File: config.mk
export PLATFORM = sky130hd
export DESIGN_NAME = ddo_div
export DESIGN_NICKNAME = d
export VERILOG_FILES = /design/src/rtl/core/ddo_pkg.sv /design/src/rtl/core/ddo_div.sv
export VERILOG_INCLUDE_DIRS = /design/src /design/src/rtl/core
export SDC_FILE = /design/constraint.sdc
export NUM_CORES = 1
export LEC_CHECK = 0
export BUFFER_PORTS_ARGS = -buffer_cell sky130_fd_sc_hd__buf_2
export CORE_MARGIN = 5
export CORE_UTILIZATION = 50
export DETAILED_ROUTE_END_ITERATION = 10
export GPL_TIMING_DRIVEN = 0
export MAX_ROUTING_LAYER = met4
export PLACE_DENSITY = 0.72
export SYNTH_ARGS = -nofsm -noshare
export SYNTH_HDL_FRONTEND = slang
export SYNTH_SLANG_ARGS = --single-unit
File: constraint.sdc
create_clock -name clock -period 4.5 [get_ports clock]
set_input_delay 0.225 -clock clock [delete_from_list [all_inputs] [get_ports clock]]
set_output_delay 0.225 -clock clock [all_outputs]
set_load 0.005 [all_outputs]
File: src/rtl/core/differential_drive_odometry_defines.svh
// Assertion macros shared by the odometry RTL.
// Depends on nothing; included by files that carry assertions.
`ifndef DIFFERENTIAL_DRIVE_ODOMETRY_DEFINES_SVH
`define DIFFERENTIAL_DRIVE_ODOMETRY_DEFINES_SVH
// Implication checked on every rising clock edge outside reset.
`define DDO_ASSERT_IMPL(label, clk, rst, ante, cons) \
   label: assert property (@(posedge clk) disable iff (rst) (ante) |-> (cons)) \
      else $error("assertion failed");
// Next-cycle implication checked outside reset.
`define DDO_ASSERT_NEXT(label, clk, rst, ante, cons) \
   label: assert property (@(posedge clk) disable iff (rst) (ante) |=> (cons)) \
      else $error("assertion failed");
`endif

File: src/rtl/core/ddo_pkg.sv
// Package for the odometry block: constants, sequencer states, tables.
// Depends on nothing.
package ddo_pkg;
   localparam int CordicSteps = 24;
   localparam int StepW = $clog2(CordicSteps + 1);
   localparam logic [31:0] CordicGain = 32'h9B74EDA8;
   localparam logic [31:0] RadToBam = 32'd683565276;
   localparam logic [19:0] UsPerS = 20'd1000000;
   localparam logic [0:0] CsrMpp = 1'b0;
   localparam logic [0:0] CsrIws = 1'b1;

   typedef enum logic [3:0] {
      ST_IDLE, ST_DL, ST_DR, ST_D, ST_TH, ST_BAM, ST_GAIN, ST_CORDIC,
      ST_POS, ST_VLIN, ST_DIV, ST_VANG, ST_DIV2, ST_OUT
   } state_type;

   typedef struct packed {
      logic start;
      logic busy;
   } div_ctl_type;

   function automatic logic [31:0] atan_bam(input logic [4:0] i);
      logic [31:0] t;
      unique case (i)
         5'd0: t = 32'h20000000; 5'd1: t = 32'h12E4051E; 5'd2: t = 32'h09FB385B;
         5'd3: t = 32'h051111D4; 5'd4: t = 32'h028B0D43; 5'd5: t = 32'h0145D7E1;
         5'd6: t = 32'h00A2F61E; 5'd7: t = 32'h00517C55; 5'd8: t = 32'h0028BE53;
         5'd9: t = 32'h00145F2F; 5'd10: t = 32'h000A2F98; 5'd11: t = 32'h000517CC;
         5'd12: t = 32'h00028BE6; 5'd13: t = 32'h000145F3; 5'd14: t = 32'h0000A2F9;
         5'd15: t = 32'h0000517C; 5'd16: t = 32'h000028BE; 5'd17: t = 32'h0000145F;
         5'd18: t = 32'h00000A2F; 5'd19: t = 32'h00000517; 5'd20: t = 32'h0000028B;
         5'd21: t = 32'h00000145; 5'd22: t = 32'h000000A2; 5'd23: t = 32'h00000051;
         5'd24: t = 32'h00000028; 5'd25: t = 32'h00000014; 5'd26: t = 32'h0000000A;
         5'd27: t = 32'h00000005; 5'd28: t = 32'h00000002; 5'd29: t = 32'h00000001;
         default: t = 32'h0;
      endcase
      return t;
   endfunction

   function automatic logic signed [31:0] sat32(input logic signed [63:0] v);
      logic signed [31:0] r;
      if (v > 64'sd2147483647) r = 32'sh7FFFFFFF;
      else if (v < -64'sd2147483648) r = 32'sh80000000;
      else r = v[31:0];
      return r;
   endfunction
endpackage

File: src/rtl/core/ddo_div.sv
// Restoring divider: signed 52 bit dividend by unsigned 24 bit divisor, one bit per cycle.
// Depends on ddo_pkg and the assertion macros.
`include "differential_drive_odometry_defines.svh"
module ddo_div import ddo_pkg::*; (
   input  logic clock,
   input  logic reset,
   input  div_ctl_type ctl,
   input  logic signed [51:0] dividend,
   input  logic [23:0] divisor,
   output logic done,
   output logic signed [31:0] quotient
);
   logic [51:0] q_ff, q_in;
   logic [24:0] r_ff, r_in;
   logic [5:0] n_ff, n_in;
   logic neg_ff, neg_in;
   logic run_ff, run_in;
   logic [24:0] trial;
   logic [52:0] qs;

   always_comb begin
      q_in = q_ff; r_in = r_ff; n_in = n_ff; neg_in = neg_ff; run_in = run_ff;
      trial = {r_ff[23:0], q_ff[51]} - {1'b0, divisor};
      if (ctl.start) begin
         neg_in = dividend[51];
         q_in = dividend[51] ? 52'(-dividend) : 52'(dividend);
         r_in = '0; n_in = 6'd52; run_in = 1'b1;
      end else if (run_ff) begin
         if (!trial[24]) begin
            r_in = trial; q_in = {q_ff[50:0], 1'b1};
         end else begin
            r_in = {r_ff[23:0], q_ff[51]}; q_in = {q_ff[50:0], 1'b0};
         end
         n_in = n_ff - 6'd1;
         if (n_ff == 6'd1) run_in = 1'b0;
      end
   end

   always_ff @(posedge clock) begin
      q_ff <= q_in; r_ff <= r_in; neg_ff <= neg_in;
      if (reset) begin
         run_ff <= 1'b0; n_ff <= '0;
      end else begin
         run_ff <= run_in; n_ff <= n_in;
      end
   end

   assign done = !run_ff && !ctl.start;
   assign qs = neg_ff ? -{1'b0, q_ff} : {1'b0, q_ff};
   assign quotient = sat32(64'(signed'(qs)));

   `DDO_ASSERT_NEXT(a_start_runs, clock, reset, ctl.start, run_ff)
   `DDO_ASSERT_IMPL(a_count_live, clock, reset, run_ff, n_ff != 6'd0)
   `DDO_ASSERT_IMPL(a_no_restart, clock, reset, run_ff, !ctl.start)
endmodule

==> results.py, run 1 <==
metrics = {
    "placed_design": {
        "placedCellCount": 1282,
        "post-dp-hpwl_um": 17600,
        "port_buffers": 111,
        "gp_congestion": 0.979,
    },
    "worst_setup_path": {
        "timing.rr.start": "q_ff[51]$_DFFE_PN_",
        "cp-start-kind": "flip-flop",
        "worst-path-max-fanout": 10,
        "critical_path_required_ns": 4.28,
        "timing.rr.end": "r_ff[21]$_SDFFE_PP0P_",
        "worst-r2r-cell-count": 13,
        "worstSetupEndpointType": "output pin",
        "r2r_slack_ns": 0.83,
        "path_class": "reg -> out",
        "cp_data_arrival_time_ns": 3.90,
    },
    "global_routing": {
        "met1_usage": 0.308,
        "grt_first_pass_wirelength_um": 35700,
        "met3_usage": 0.0348,
        "busiest_layer": "met2",
        "grt_remaining_overflow": 0,
        "grt_pass1_vias": 7167,
        "use_met2": 0.403,
        "antenna_found_initial": 3,
        "grt_use_total": 0.246,
        "grt_max_degree": 43,
    },
    "clocking": {
        "cts.path.max_buffers": 2,
        "ctsHoldBuffers": 0,
        "path_clk_slew_ns": 0.06,
        "cts_tree": "built",
        "clk_latency_ns": 0.35,
        "root_buffer": "clkbuf_16",
        "htreeDepth": 3,
        "numCtsBuffers": 9,
        "postCtsResizedCells": 0,
        "cts_setup_buffers": 0,
        "clkSinkCount": 84,
    },
    "sta": {
        "setup-tns-final_ns": 0,
        "hold_viol_final": 0,
        "fmax_mhz": 242,
        "finalCritPeriodShare": 0.917,
        "finalCriticalPeriod_ns": 4.13,
        "fin_worst_skew_ns": 0.00704,
        "setup_viol": 0,
        "rsz0062_at_grt": "no",
        "tightest_slew_ns": 0.717,
        "slew_viol_final": 0,
        "slew_headroom": 0.522,
    },
    "finish": {
        "drive_gt1_frac": 0.197,
        "area_delta_synth_final_pct": 14.3,
        "final_cells": 1301,
        "final_nets": 1186,
    },
    "detailed_routing": {
        "vias": 7698,
        "routed_via_density": 5.92,
        "first_pass_iters": 5,
        "drt-total-wl_um": 22500,
        "drc": 0,
        "drt_iter0_markers": 682,
        "ant_nets": 0,
        "wl_per_cell_um": 17.3,
    },
    "power_and_ir_drop": {
        "report.power.total_mw": 2.64,
        "ir_worst_vdd_uv": 156,
        "power.leakage_nw": 3.45,
        "power.density_nw_per_um2": 290,
    },
    "run_status": {
        "status": "completed",
    },
    "yosys": {
        "synthMostInstantiatedCell": "nor2_1",
        "netlist_area_sq_um": 7950,
        "yosysTopAreaCell": "edfxtp_1",
        "ys_seq_area_frac": 0.278,
        "yosysWarnings": 0,
        "ys_top_cells_by_count": "nor2_1, xor2_1, a21oi_1, nand2_1, edfxtp_1",
        "synth_top_area_frac": 0.200,
        "syn-instance-count": 954,
        "async_reset_ff_frac": 0,
        "synth.area.top_cells": "edfxtp_1, xor2_1, dfxtp_1",
        "syn_area_per_cell_sq_um": 8.34,
        "synth_edf_count": 53,
        "dominantRegCellSynth": "edfxtp_1",
        "syn_nets": 1063,
        "ys_seq_elements": 84,
        "netlist-cell-type-count": 77,
    },
    "floorplan": {
        "num_io_pins": 113,
        "die_x_um": 136,
        "die_area_sq_um": 18500,
        "rows": 46,
        "initial_core_util": 0.504,
        "die-height_um": 136,
        "core_sq_um": 15800,
    },
    "hold_path": {
        "hp-class": "in -> reg",
        "hp-start": "dividend[51]",
        "hold_end": "neg_ff$_DFFE_PP_",
        "holdPathStages": 1,
    },
    "job": {
        "maxCapViolCount": 0,
    },
}
[critical path: stages, from the launching register on]
cell and delay, ns:
edfxtp_1 0.50, inv_1 0.15, ha_1 0.20, nor2b_1 0.25
nand4_1 0.26, nor4_1 0.65, mux2i_1 0.26, a31oi_1 0.09
a211oi_1 0.36, nand4_1 0.20, and2_4 0.23, buf_6 0.15
o21ai_2 0.13, buf_2 0.12
[layer usage]
layer / part of all wire / up-vias
met3: 0.071 / 62
met1: 0.42 / 3560
li1: - / 3767
met4: 0.027 / 0
met5: 0 / -
met2: 0.48 / 309
[where the power goes]
| group | switching [mW] | internal, mW |
|---|---|---|
| clock network | 0.306 | 0.428 |
| registers | 0.116 | 0.921 |
| logic | 0.499 | 0.366 |
[placed cells by master (no fill, tap or decap), drive strengths merged, types with 11 or more instances in the layout]
master  count
ha         28
nor3       26
nand2b     11
a21oi      69
edfxtp     53
or3        18
nand3      23
clkbuf     46
a211oi     23
xnor2      22
nand2      63
dfxtp      31
nor4       23
xor2       89
mux2i      23
nor2      104
o21ai      74
mux2       11
buf       128
o31ai      33
o41ai      12
inv        46
nor2b      11
or4        14
[how the worst max path moves through the flow]
stage / startpoint / endpoint / slack [ns] / cells past startpoint
global route: q_ff[20]$_DFFE_PN_ / quotient[16] / 0.18 / 11
CTS: q_ff[5]$_DFFE_PN_ / quotient[18] / 0.47 / 11
detailed placement: q_ff[5]$_DFFE_PN_ / quotient[18] / 0.83 / 11
finish: q_ff[0]$_DFFE_PN_ / quotient[18] / 0.37 / 13
global placement: q_ff[5]$_DFFE_PN_ / quotient[20] / 0.77 / 11
floorplan: q_ff[51]$_DFFE_PN_ / r_ff[1]$_SDFFE_PP0P_ / 1.48 / 13
[per-stage QoR]
step	hold WS [ns]	worst slack (ns)	util	instance area, sq um
2_1_floorplan	0.297	1.48	-	7950
3_3_place_gp	0.420	0.767	0.557	8780
3_5_place_dp	0.426	0.834	0.558	8800
4_1_cts	0.0689	0.466	0.576	9080
5_1_grt	0.0699	0.176	0.577	9090
6_report	0.0701	0.372	0.577	9090
[kinds of logic (layout without fill, tap and decap cells)]
kind of cell,Yosys count,in the layout,share of synthesized area
compound gates,262,262,0.228
xor+xnor,111,111,0.122
fa+ha+maj,29,29,0.0466
buf+inv,97,225,0.0532
flops,84,84,0.278
mux,34,34,0.0445
other cells,0,3,0
simple gates,337,337,0.228
[flip-flops by register name, indices dropped and copies added (netlist names)]
register  cells
n_ff          6
r_ff         24
run_ff        1
neg_ff        1
q_ff         52
[layout make-up]
type / instances / area (sq um)
fillers: 1484 / 6680
multi-input cells: 773 / 5320
flip-flops and latches: 84 / 2210
repair buffers: 112 / 576
well taps: 216 / 270
plain buffers: 51 / 250
clock buffers: 11 / 233
inverters: 46 / 173
clock inverters: 5 / 53.8
diodes: 3 / 7.51
No activity file was read; power rests on OpenSTA's default activity.
==> run 2, diff against run 1 <==
CORE_UTILIZATION = 36   (was 50)
HOLD_SLACK_MARGIN = 0.15   (was unset)
PLACE_DENSITY = 0.55   (was 0.72)
==> results.py, run 2 (same netlist as run 1, synthesis figures left out) <==
metrics = {
    "detailed_routing": {
        "ant_nets": 0,
        "drt_iter0_markers": 445,
        "routed_via_density": 5.49,
        "vias": 7515,
        "drc": 0,
        "drt-total-wl_um": 24000,
        "first_pass_iters": 5,
        "wl_per_cell_um": 17.5,
    },
    "global_routing": {
        "grt_first_pass_wirelength_um": 37400,
        "antenna_found_initial": 3,
        "grt_max_degree": 45,
        "grt_remaining_overflow": 0,
        "grt_pass1_vias": 7089,
        "grt_use_total": 0.192,
    },
    "sta": {
        "slew_headroom": 0.528,
        "hold_viol_final": 0,
        "whs_ns": 0.243,
        "finalCritPeriodShare": 0.921,
        "setup_viol": 0,
        "finalCriticalPeriod_ns": 4.15,
        "setup-tns-final_ns": 0,
        "fmax_mhz": 241,
        "tightest_slew_ns": 0.708,
        "rsz0062_at_grt": "no",
        "fin_worst_skew_ns": 0.00711,
        "slew_viol_final": 0,
    },
    "finish": {
        "drive_gt1_frac": 0.196,
        "layout_commonest_cell": "buf_2",
        "largest-register": "q_ff",
        "reg_top3": "q_ff (52), r_ff (24), n_ff (6)",
        "final_cells": 1368,
        "final_nets": 1189,
        "area_delta_synth_final_pct": 16.0,
        "fillers": 2245,
        "layout_common_cells": "buf_2, nor2_1, xor2_1",
        "largest_reg_flops": 52,
    },
    "power_and_ir_drop": {
        "p_int_mw": 1.77,
        "switching_share": 0.343,
        "power.density_nw_per_um2": 292,
        "switchingPower_uw": 924,
        "ir_worst_vdd_uv": 172,
        "combPwrFrac": 0.322,
        "clkPwrFrac": 0.293,
        "power.leakage_nw": 3.47,
        "seqPwrFrac": 0.385,
    },
    "clocking": {
        "cts.path.max_buffers": 2,
        "clk_latency_ns": 0.34,
        "cts_tree": "built",
        "postCtsResizedCells": 0,
        "numCtsBuffers": 9,
        "root_buffer": "clkbuf_16",
        "ctsHoldBuffers": 3,
        "path_clk_slew_ns": 0.06,
        "cts_setup_buffers": 0,
        "htreeDepth": 3,
        "clkSinkCount": 84,
    },
    "hold_path": {
        "hp-class": "in -> reg",
    },
    "job": {
        "maxCapViolCount": 0,
    },
    "floorplan": {
        "rows": 54,
        "core_sq_um": 21800,
        "initial_core_util": 0.366,
        "die_area_sq_um": 25200,
        "die_x_um": 159,
        "num_io_pins": 113,
        "die-height_um": 159,
    },
    "worst_setup_path": {
        "cp-startpoint": "q_ff[5]$_DFFE_PN_",
        "worst-r2r-cell-count": 13,
        "worst-path-max-fanout": 10,
        "path_class": "reg -> out",
        "worst_path_most_repeated_cell": "nand4_1",
        "timing.rr.end": "r_ff[21]$_SDFFE_PP0P_",
        "critical_path.endpoint": "quotient[20]",
        "slowest_delay_ns": 0.67,
        "crit_path_cell_trace": "nor4_2 > nand4_1 > nor4_1 > xor2_1 > a211oi_1 > o2111a_1 > nand4_1 > and2_4 > buf_6 > o21ai_2 > buf_2",
        "timing.rr.start": "q_ff[51]$_DFFE_PN_",
        "critical_path_required_ns": 4.28,
        "cp-start-kind": "flip-flop",
        "cp_data_arrival_time_ns": 3.92,
        "slowest_stage": "nor4_1",
        "worstSetupEndpointType": "output pin",
        "r2r_slack_ns": 0.79,
    },
    "run_status": {
        "status": "completed",
    },
    "placed_design": {
        "gp_congestion": 0.911,
        "placedCellCount": 1346,
        "post-dp-hpwl_um": 19100,
        "port_buffers": 111,
    },
}
-- run 2: critical path: cells and delay by family, from the launching register on --
kind	cells	cell delay (ns)
DFF	1	0.52
buffers and inverters	2	0.27
and+or+nand+nor	5	2.03
AOI/OAI and AO/OA	3	0.61
xor gates and xnor gates	1	0.14
-- run 2: worst min path at each step --
stage / start / slack, ns / endpoint / depth (start not counted)
finish: dividend[0] / 0.24 / q_ff[0]$_DFFE_PN_ / 3
detailed placement: dividend[51] / 0.42 / neg_ff$_DFFE_PP_ / 1
global placement: dividend[51] / 0.42 / neg_ff$_DFFE_PP_ / 1
CTS: dividend[0] / 0.23 / q_ff[0]$_DFFE_PN_ / 3
global route: dividend[0] / 0.25 / q_ff[0]$_DFFE_PN_ / 3
floorplan: reset / 0.30 / n_ff[2]$_SDFFE_PP0N_ / 1
-- run 2: stage by stage --
step	area [sq um]	setup slack [ns]	power, mW	utilization
after floorplan	7950	1.48	1.64	-
after global placement	8860	0.721	1.91	0.407
after detailed placement	8880	0.748	1.92	0.408
after CTS	9220	0.370	2.71	0.424
after global routing	9230	0.122	2.85	0.424
final	9230	0.354	2.70	0.424
-- run 2: routing by layer --
metal,GRT usage,part of all wire,wire length [um]
met1,0.247,0.45,10800
met2,0.305,0.47,11300
met3,0.0261,0.047,1130
met4,0.0784,0.032,757
met5,-,0,0
-- run 2: final cells by class --
type,count,area [sq um],area share
inverters,46,173,0.0187
plain buffers,51,250,0.0271
flip-flops and latches,84,2210,0.240
clock inverters,5,77.6,0.00841
multi-input cells,773,5320,0.576
clock buffers,11,233,0.0252
well taps,280,350,0.0380
repair buffers,115,606,0.0656
diodes,3,7.51,0.000814
-- run 2: power groups by stage --
stage	combinational (mW)	clock, mW	sequential [mW]
detailed placement	0.867	0	1.05
finish	0.868	0.791	1.04
floorplan	0.626	0	1.01
global route	0.970	0.835	1.05
CTS	0.873	0.802	1.03
global placement	0.860	0	1.05
==> run 3, diff against run 2 <==
ABC_AREA = 1   (was unset)
clock period = 5.38 ns   (was 4.5 ns; I/O delays follow)
==> results.py, run 3 <==
metrics = {
    "detailed_routing": {
        "drc": 0,
        "drt_iter0_markers": 439,
        "highest_layer": "met4",
        "drt-total-wl_um": 27400,
        "wl_per_cell_um": 15.8,
        "drt-met1-wl_um": 12400,
        "vias": 8566,
        "first_pass_iters": 5,
        "wl_met3_um": 1100,
        "wl_met2_um": 13600,
        "routed_via_density": 4.95,
        "ant_nets": 0,
    },
    "clocking": {
        "root_buffer": "clkbuf_16",
        "numCtsBuffers": 9,
        "path_clk_slew_ns": 0.07,
        "cts_setup_buffers": 0,
        "postCtsResizedCells": 0,
        "htreeDepth": 3,
        "cts.path.max_buffers": 2,
        "cts_tree": "built",
        "clkSinkCount": 84,
        "clk_latency_ns": 0.35,
        "ctsHoldBuffers": 2,
    },
    "sta": {
        "setup-tns-final_ns": 0,
        "tightest_slew_ns": 0.640,
        "finalCritPeriodShare": 0.637,
        "slew_viol_final": 0,
        "hold_viol_final": 0,
        "setup_viol": 0,
        "slew_headroom": 0.573,
        "fmax_mhz": 292,
        "finalCriticalPeriod_ns": 3.43,
        "fin_worst_skew_ns": 0.00797,
        "rsz0062_at_grt": "no",
    },
    "worst_setup_path": {
        "timing.rr.end": "r_ff[18]$_SDFFE_PP0P_",
        "crit_path_cell_trace": "inv_1 > ha_1 > fa_1 > o21ai_2 > a21oi_2 > o21ai_2 > nand2_1 > nand2_1 > nand2_1 > nand2_1 > nand2_1 > nand2_1 > clkbuf_1 > nand2_1 > o211ai_1 > nand2_1",
        "critical_path_required_ns": 5.62,
        "worstSetupEndpointType": "flip-flop",
        "cp_data_arrival_time_ns": 3.67,
        "path_class": "reg -> reg",
        "slowest_delay_ns": 0.52,
        "worst-r2r-cell-count": 16,
        "cp_num_buf_inv": 2,
        "critPathTopFamily": "simple AND/OR/NAND/NOR gates",
        "cp-start-kind": "flip-flop",
        "slowest_stage": "edfxtp_1",
        "r2r_slack_ns": 1.95,
        "timing.rr.start": "q_ff[51]$_DFFE_PN_",
        "worst_path_most_repeated_cell": "nand2_1",
        "worst-path-max-fanout": 10,
    },
    "finish": {
        "largest-register": "q_ff",
        "largest_reg_flops": 52,
        "drive_gt1_frac": 0.116,
        "final_nets": 1548,
        "layout_common_cells": "nand2_1, nor2_1, inv_1",
        "stdcell_area_sq_um": 9540,
        "fillers": 2522,
        "final_cells": 1732,
        "reg_top3": "q_ff (52), r_ff (24), n_ff (6)",
        "area_delta_synth_final_pct": 15.0,
        "layout_commonest_cell": "nand2_1",
    },
    "yosys": {
        "yosysTopAreaCell": "edfxtp_1",
        "netlist-cell-type-count": 44,
        "synthMostInstantiatedCell": "nand2_1",
        "synth.area.top_cells": "edfxtp_1, nand2_1, nor2_1",
        "ys_top_cells_by_count": "nand2_1, nor2_1, inv_1, o21ai_0, nand3_1",
        "ys_seq_area_frac": 0.267,
        "syn-instance-count": 1314,
        "ys_seq_elements": 84,
        "syn_area_per_cell_sq_um": 6.31,
        "synth_top_area_frac": 0.192,
        "yosysWarnings": 0,
        "synth_edf_count": 53,
        "dominantRegCellSynth": "edfxtp_1",
        "syn_nets": 1423,
        "async_reset_ff_frac": 0,
        "netlist_area_sq_um": 8290,
    },
    "floorplan": {
        "rows": 55,
        "die-height_um": 162,
        "num_io_pins": 113,
        "die_area_sq_um": 26200,
        "core_sq_um": 22600,
        "die_x_um": 162,
        "initial_core_util": 0.366,
    },
    "hold_path": {
        "holdPathStages": 1,
        "hp-start": "dividend[51]",
        "hold_end": "neg_ff$_DFFE_PP_",
        "hp-class": "in -> reg",
    },
    "job": {
        "maxCapViolCount": 0,
    },
    "global_routing": {
        "grt_max_degree": 31,
        "grt_remaining_overflow": 0,
        "antenna_found_initial": 3,
        "grt_use_total": 0.213,
        "grt_first_pass_wirelength_um": 44000,
        "grt_pass1_vias": 8404,
    },
    "placed_design": {
        "place_area_sq_um": 9220,
        "placedCellCount": 1711,
        "port_buffers": 111,
        "post-dp-hpwl_um": 22900,
        "gp_congestion": 0.940,
    },
    "power_and_ir_drop": {
        "power.density_nw_per_um2": 206,
        "ir_worst_vdd_uv": 106,
        "power.leakage_nw": 4.58,
    },
    "run_status": {
        "status": "completed",
    },
}
## run 3: power breakdown
part	total (mW)	internal [mW]	switching, mW	leakage [nW]
clock	0.608	0.320	0.289	0.133
combinational	0.526	0.189	0.337	3.65
sequential	0.827	0.754	0.0732	0.795
## run 3: per-layer routing
metal  up-vias  GRT usage
met5         -          -
met4         0     0.0458
met2       164      0.369
met1      3844      0.270
li1       4537          -
met3        21     0.0249
## run 3: stage by stage
stage,total power [mW],hold WS (ns),utilization,setup slack [ns]
2_1_floorplan,1.16,0.338,-,2.87
3_3_place_gp,1.36,0.450,0.407,1.91
3_5_place_dp,1.36,0.456,0.407,1.94
4_1_cts,1.97,0.158,0.421,1.92
5_1_grt,2.08,0.173,0.421,1.71
6_report,1.96,0.167,0.421,1.95
## run 3: worst max path at each step
stage,cells past startpoint,slack [ns],to,startpoint
finish,16,1.95,r_ff[18]$_SDFFE_PP0P_,q_ff[51]$_DFFE_PN_
global route,17,1.71,quotient[9],q_ff[0]$_DFFE_PN_
CTS,16,1.92,r_ff[18]$_SDFFE_PP0P_,q_ff[51]$_DFFE_PN_
detailed placement,16,1.94,r_ff[18]$_SDFFE_PP0P_,q_ff[51]$_DFFE_PN_
global placement,16,1.91,r_ff[18]$_SDFFE_PP0P_,q_ff[51]$_DFFE_PN_
floorplan,15,2.87,q_ff[0]$_DFFE_PN_,q_ff[51]$_DFFE_PN_
## run 3: area by class of cell
class | count | area [sq um] | area share
timing repair buffer | 114 | 596 | 0.0625
tap | 285 | 357 | 0.0374
clock inverter | 7 | 58.8 | 0.00617
antenna | 3 | 7.51 | 0.000787
multi-input combinational | 1055 | 5370 | 0.563
clock buffer | 9 | 225 | 0.0236
inverter | 137 | 514 | 0.0539
buffer | 38 | 193 | 0.0202
sequential | 84 | 2210 | 0.232
## run 3: cells by family after synthesis
logic type | count (synthesis) | share of synthesized area
buffers and inverters | 175 | 0.0853
adder cells (fa/ha/maj) | 29 | 0.0447
flip-flops | 84 | 0.267
XOR/XNOR | 93 | 0.0982
AO/OA/AOI/OAI | 184 | 0.125
AND/OR/NAND/NOR | 749 | 0.380
